File: config.mk
export PLATFORM = sky130hd
export DESIGN_NAME = gtsd_dist
export DESIGN_NICKNAME = d
export VERILOG_FILES = /design/src/hdl/gtsd_pkg.sv /design/src/hdl/gtsd_dist.sv
export SDC_FILE = /design/constraint.sdc
export NUM_CORES = 2
export LEC_CHECK = 0
export ABC_AREA = 1
export BUFFER_PORTS_ARGS = -buffer_cell sky130_fd_sc_hd__buf_4
export CAP_MARGIN = 15
export CORE_AREA = 3 3 222 267
export CTS_BUF_LIST = sky130_fd_sc_hd__clkbuf_4 sky130_fd_sc_hd__clkbuf_8
export DETAILED_ROUTE_END_ITERATION = 8
export DIE_AREA = 0 0 225 270
export GPL_TIMING_DRIVEN = 0
export PLACE_DENSITY = 0.83
export SYNTH_ARGS = -nofsm -noshare
export SYNTH_HDL_FRONTEND = slang
export SYNTH_SLANG_ARGS = --single-unit
File: constraint.sdc
create_clock -name clk -period 12.3 [get_ports clk]
set_input_delay 2.46 -clock clk [delete_from_list [all_inputs] [get_ports clk]]
set_output_delay 2.46 -clock clk [all_outputs]
set_load 0.1 [all_outputs]
File: src/hdl/gtsd_pkg.sv
// Shared types and constants for the giant-tour split unit.
`default_nettype none
package gtsd_pkg;

  localparam int CoordWidth  = 16;
  localparam int DemandWidth = 16;
  localparam int SumWidth    = 32;
  localparam int PosWidth    = 10;
  localparam int OutCostWidth = 47;
  localparam int CfgIdxWidth = 2;
  localparam int CfgDataWidth = 32;
  localparam int CoordSqWidth = 34;
  localparam int IntPairs    = 17;

  localparam logic [CfgIdxWidth-1:0] CFG_DEPOT_X  = 2'd0;
  localparam logic [CfgIdxWidth-1:0] CFG_DEPOT_Y  = 2'd1;
  localparam logic [CfgIdxWidth-1:0] CFG_CAPACITY = 2'd2;
  localparam logic [CfgIdxWidth-1:0] CFG_ROUND    = 2'd3;

  typedef struct packed {
    logic signed [CoordWidth-1:0] cust_x;
    logic signed [CoordWidth-1:0] cust_y;
    logic [DemandWidth-1:0]       cust_demand;
    logic                         last_customer;
  } gtsd_in_t;

  typedef struct packed {
    logic [PosWidth-1:0]     position;
    logic [PosWidth-1:0]     pred_position;
    logic [OutCostWidth-1:0] best_cost;
    logic                    infeasible;
    logic                    last_result;
  } gtsd_out_t;

  typedef enum logic [3:0] {
    ST_IDLE,
    ST_DD,
    ST_DD_WAIT,
    ST_DP,
    ST_DP_WAIT,
    ST_SUM1,
    ST_SUM2,
    ST_BK_RD,
    ST_BK_CHK,
    ST_PUSH,
    ST_CAP_RD,
    ST_CAP_CHK,
    ST_DOM_RD,
    ST_DOM_CHK,
    ST_COST1,
    ST_COST2
  } gtsd_state_t;

endpackage
`default_nettype wire

File: src/hdl/gtsd_dist.sv
// Euclidean distance: squares, then a bit-pair-per-cycle rounded square root.
`default_nettype none
module gtsd_dist
  import gtsd_pkg::*;
#(
  parameter int FRACTION_BITS = 8,
  parameter int COST_WIDTH    = 48
) (
  input  wire logic                          clk,
  input  wire logic                          rst,
  input  wire logic                          start,
  input  wire logic                          round_mode,
  input  wire logic signed [CoordWidth-1:0]  ax,
  input  wire logic signed [CoordWidth-1:0]  ay,
  input  wire logic signed [CoordWidth-1:0]  bx,
  input  wire logic signed [CoordWidth-1:0]  by,
  output logic                               done,
  output logic [COST_WIDTH-1:0]              distance
);

  localparam int RW   = CoordSqWidth + 2 * FRACTION_BITS;
  localparam int RTW  = IntPairs + FRACTION_BITS + 1;
  localparam int RMW  = RTW + 2;
  localparam int MW   = (RTW > COST_WIDTH) ? RTW : COST_WIDTH;
  localparam int CNTW = $clog2(IntPairs + FRACTION_BITS + 1);
  localparam logic [CNTW-1:0] PAIRS_INT  = CNTW'(IntPairs);
  localparam logic [CNTW-1:0] PAIRS_FRAC = CNTW'(IntPairs + FRACTION_BITS);
  localparam logic [MW-1:0] CMAX = MW'({1'b0, {(COST_WIDTH-1){1'b1}}});

  logic signed [CoordWidth:0]     dx, dy;
  logic signed [2*CoordWidth+1:0] px, py;
  logic [CoordSqWidth-1:0]        sqx, sqy;
  logic [RW-1:0]                  rad;
  logic [RTW-1:0]                 root, root_next;
  logic [RMW-1:0]                 rem, rem_next;
  logic [RMW+1:0]                 rem_sh, trial;
  logic [CNTW-1:0]                cnt;
  logic                           prep, busy, rnd;
  logic [RTW-1:0]                 d_raw, d_scaled;

  assign dx = {ax[CoordWidth-1], ax} - {bx[CoordWidth-1], bx};
  assign dy = {ay[CoordWidth-1], ay} - {by[CoordWidth-1], by};
  assign px = dx * dx;
  assign py = dy * dy;

  always_comb begin
    rem_sh = {rem, rad[RW-1:RW-2]};
    trial  = (RMW+2)'({root, 2'b01});
    if (rem_sh >= trial) begin
      rem_next  = RMW'(rem_sh - trial);
      root_next = {root[RTW-2:0], 1'b1};
    end else begin
      rem_next  = RMW'(rem_sh);
      root_next = {root[RTW-2:0], 1'b0};
    end
  end

  always_ff @(posedge clk) begin
    if (rst) begin
      prep <= 1'b0;
      busy <= 1'b0;
      done <= 1'b0;
    end else begin
      done <= 1'b0;
      if (start) begin
        sqx  <= CoordSqWidth'(px);
        sqy  <= CoordSqWidth'(py);
        rnd  <= round_mode;
        prep <= 1'b1;
      end else if (prep) begin
        rad  <= RW'(sqx + sqy) << (2 * FRACTION_BITS);
        root <= '0;
        rem  <= '0;
        cnt  <= rnd ? PAIRS_INT : PAIRS_FRAC;
        prep <= 1'b0;
        busy <= 1'b1;
      end else if (busy) begin
        rad  <= rad << 2;
        root <= root_next;
        rem  <= rem_next;
        cnt  <= cnt - 1'b1;
        if (cnt == CNTW'(1)) begin
          busy <= 1'b0;
          done <= 1'b1;
        end
      end
    end
  end

  // round to nearest: remainder above root means the true root is past root+1/2
  always_comb begin
    d_raw    = root + RTW'(RMW'(root) < rem);
    d_scaled = rnd ? (d_raw << FRACTION_BITS) : d_raw;
    if (MW'(d_scaled) > CMAX) distance = CMAX[COST_WIDTH-1:0];
    else distance = COST_WIDTH'(d_scaled);
  end

endmodule
`default_nettype wire

==> results.sh <==
export IMPL_final_cell_mix="1056 x inv_1, 990 x nand2_1, 541 x fa_1"
export IMPL_end_kind="flip-flop"
export IMPL_ios=117
export IMPL_crit_start="ay[0]"
export IMPL_synth_largest_area_cell="fa_1"
export IMPL_wirelength_um=88100
export IMPL_vias=28600
export IMPL_timing_fmax_mhz=100
export IMPL_final_common_cell="inv_1"
export IMPL_grt_setup_unrepaired="false"
export IMPL_antenna_found_initial=1
export IMPL_yosysUniqueCellTypes=51
export IMPL_postSynth_asyncResetShare_pct=0
export IMPL_crit_type="input pin to flip-flop"
export IMPL_synth_ff_type="edfxtp_1"
export IMPL_crit_path_max_fanout=10
export IMPL_setup_viol=0
export IMPL_first_global_vias=29900
export IMPL_place_congestion=0.970
export IMPL_fin_crit_ns=9.98
export IMPL_yosys_register_bits=163
export IMPL_clock_latency_ns=0.50
export IMPL_yosysTopAreaCellShare_pct=31.8
export IMPL_r2r_setup_slack_ns=9.09
export IMPL_clock_sinks=163
export IMPL_dr_pass1_iters=6
export IMPL_timing_slew_headroom_pct=40.7
export IMPL_grt_max_degree=35
export IMPL_status="finished, final reports clean"
export IMPL_cts_buffer_depth=2
export IMPL_design_area_sq_mm=0.0363
export IMPL_cp_start_kind="input pin"
export IMPL_die_y_um=270
export IMPL_die_area_sq_mm=0.0608
export IMPL_post_cts_buffers=0
export IMPL_fin_util_pct=63.7
export IMPL_yosysSeqAreaShare_pct=14.3
export IMPL_grt_overflow_total=0
export IMPL_hpwlAfterDp_um=75600
export IMPL_finalHoldViolCount=0
export IMPL_drive_gt1_share_pct=5.46
export IMPL_postCtsHoldBufs=0
export IMPL_ant_nets=0
export IMPL_critPathCapture="sqy[33]$_DFFE_PP_"
export IMPL_first_iter_violations=1979
export IMPL_synth_cell_area_sq_mm=0.0340
export IMPL_die_w_um=225
export IMPL_timing_rr_start="root[19]$_SDFFCE_PP0P_"
export IMPL_ys_top_cells_by_area="fa_1 32%, edfxtp_1 14%, inv_1 12%"
export IMPL_tightest_slew_ns=0.885
export IMPL_cts_buffers=17
export IMPL_n_fill_cell=4922
export IMPL_drv_cap=0
export IMPL_finalMaxSlewViolations=0
export IMPL_r2r_end="rem[5]$_SDFFCE_PP0P_"
export IMPL_cts_tree="done"
export IMPL_portBuffers=94
export IMPL_dpl_instance_area_sq_mm=0.0359
export IMPL_syn_inst=4388
export IMPL_synth_edf_count=160
export IMPL_syn_avg_cell_area_sq_um=7.76
export IMPL_ys_warn_count=0
export IMPL_hp_class="flip-flop to flip-flop"
export IMPL_row_count=96
export IMPL_initial_utilization_pct=59.7
export IMPL_cts_max_level=4
export IMPL_clk_pin_slew_ns=0.11
export IMPL_clock_root_buffer="clkbuf_8"
export IMPL_required_ns=12.55
export IMPL_synthToLayoutAreaGrowth_pct=6.71
export IMPL_routedWlPerCell_um=16.7
export IMPL_skew_ns=0.0317
export IMPL_cts_resized=0
export IMPL_core_sq_mm=0.0571
export IMPL_grt_pass1_wl_um=145000
export IMPL_n_antenna_cell=0
export IMPL_fin_nets=5428
export IMPL_r2r_cells=11
export IMPL_vias_per_cell=5.41
export IMPL_post_route_period_util_pct=81.2
export IMPL_crit_arrival_ns=10.23
export IMPL_drc=0
export IMPL_grt_usage_pct=29.8
[cell type report]
cell class	count	area, sq um	share of cell area, %
Inverter	1087	4080	11.2
Buffer	86	483	1.33
Sequential cell	163	4860	13.4
Clock buffer	18	241	0.665
Clock inverter	14	181	0.500
Timing Repair Buffer	101	841	2.32
Tap cell	735	920	2.53
Multi-Input combinational cell	3073	24700	68.0
[worst min-delay path by stage]
stage,endpoint,slack [ns],cells after the start,start
global route,rad[40]$_DFFE_PP_,0.52,2,rad[38]$_DFFE_PP_
detailed placement,rad[40]$_DFFE_PP_,0.51,2,rad[38]$_DFFE_PP_
global placement,done$_SDFF_PP0_,0.47,2,busy$_SDFFE_PP0N_
CTS,rad[35]$_DFFE_PP_,0.52,2,rad[33]$_DFFE_PP_
floorplan,done$_SDFF_PP0_,0.46,2,busy$_SDFFE_PP0N_
finish,rad[40]$_DFFE_PP_,0.52,2,rad[38]$_DFFE_PP_
[per-layer routing]
layer / track usage [%] / vias to the layer above / part of all wire, %
met2: 53.9 / 1061 / 52
met5: 0 / - / 0
met3: 3.60 / 293 / 5.4
li1: - / 13500 / -
met4: 15.2 / 0 / 5.6
met1: 34.8 / 13700 / 37
[cell usage after synthesis, drive strengths merged, types with 18 or more instances]
master     n
nand3    168
a21oi    170
xor2      73
nand2    996
ha       290
fa       541
xnor2     46
inv     1081
clkbuf    27
nor3      36
nand4     60
o21ai    105
o21bai    18
nor2     462
buf       59
edfxtp   160
[critical path, cell delays in order]
cell	delay [ns]
buf_4	0.07
inv_1	0.03
ha_1	0.21
fa_1	0.48
xnor2_2	0.66
clkinv_1	0.67
nor2_1	0.42
fa_1	0.58
fa_1	0.70
fa_1	0.64
inv_1	0.10
fa_1	0.53
inv_1	0.05
fa_1	0.49
inv_1	0.06
fa_1	0.58
inv_1	0.06
ha_1	0.34
inv_1	0.08
nor3_1	0.25
nand2_1	0.13
nor3_1	0.15
nand2_1	0.09
nand2_1	0.17
inv_1	0.06
nand2_1	0.05
nand2_1	0.09
[flip-flops by register name, indices dropped and copies added, names as in the netlist]
| signal | count |
|---|---|
| rnd | 1 |
| busy | 1 |
| root | 26 |
| rem | 28 |
| prep | 1 |
| sqy | 33 |
| done | 1 |
| sqx | 33 |
| rad | 34 |
| cnt | 5 |
[cells by family (layout without fill, tap and decap cells)]
| logic type | after synthesis | in the layout | share of synthesized area [%] |
|---|---|---|---|
| compound gates | 333 | 333 | 5.31 |
| xor+xnor | 119 | 119 | 3.22 |
| fa+ha+maj | 831 | 831 | 42.5 |
| buf+inv | 1173 | 1306 | 13.4 |
| flops | 163 | 163 | 14.3 |
| mux | 1 | 1 | 0.0294 |
| other cells | 1 | 22 | 0.0110 |
| simple gates | 1767 | 1767 | 21.2 |
[stage by stage]
step | hold slack [ns] | std cells | setup WS (ns) | setup TNS [ns]
finish | 0.524 | 5277 | 2.32 | 0
global route | 0.524 | 5277 | 1.98 | 0
CTS | 0.520 | 5277 | 2.46 | 0
detailed placement | 0.505 | 5245 | 1.92 | 0
global placement | 0.475 | 5238 | -1.14 | -104.69
floorplan | 0.457 | 4409 | 2.33 | 0
Power is left out: the tool's default activity adds up to more than one toggle a clock period on the data nets, which glitch-free logic cannot reach.
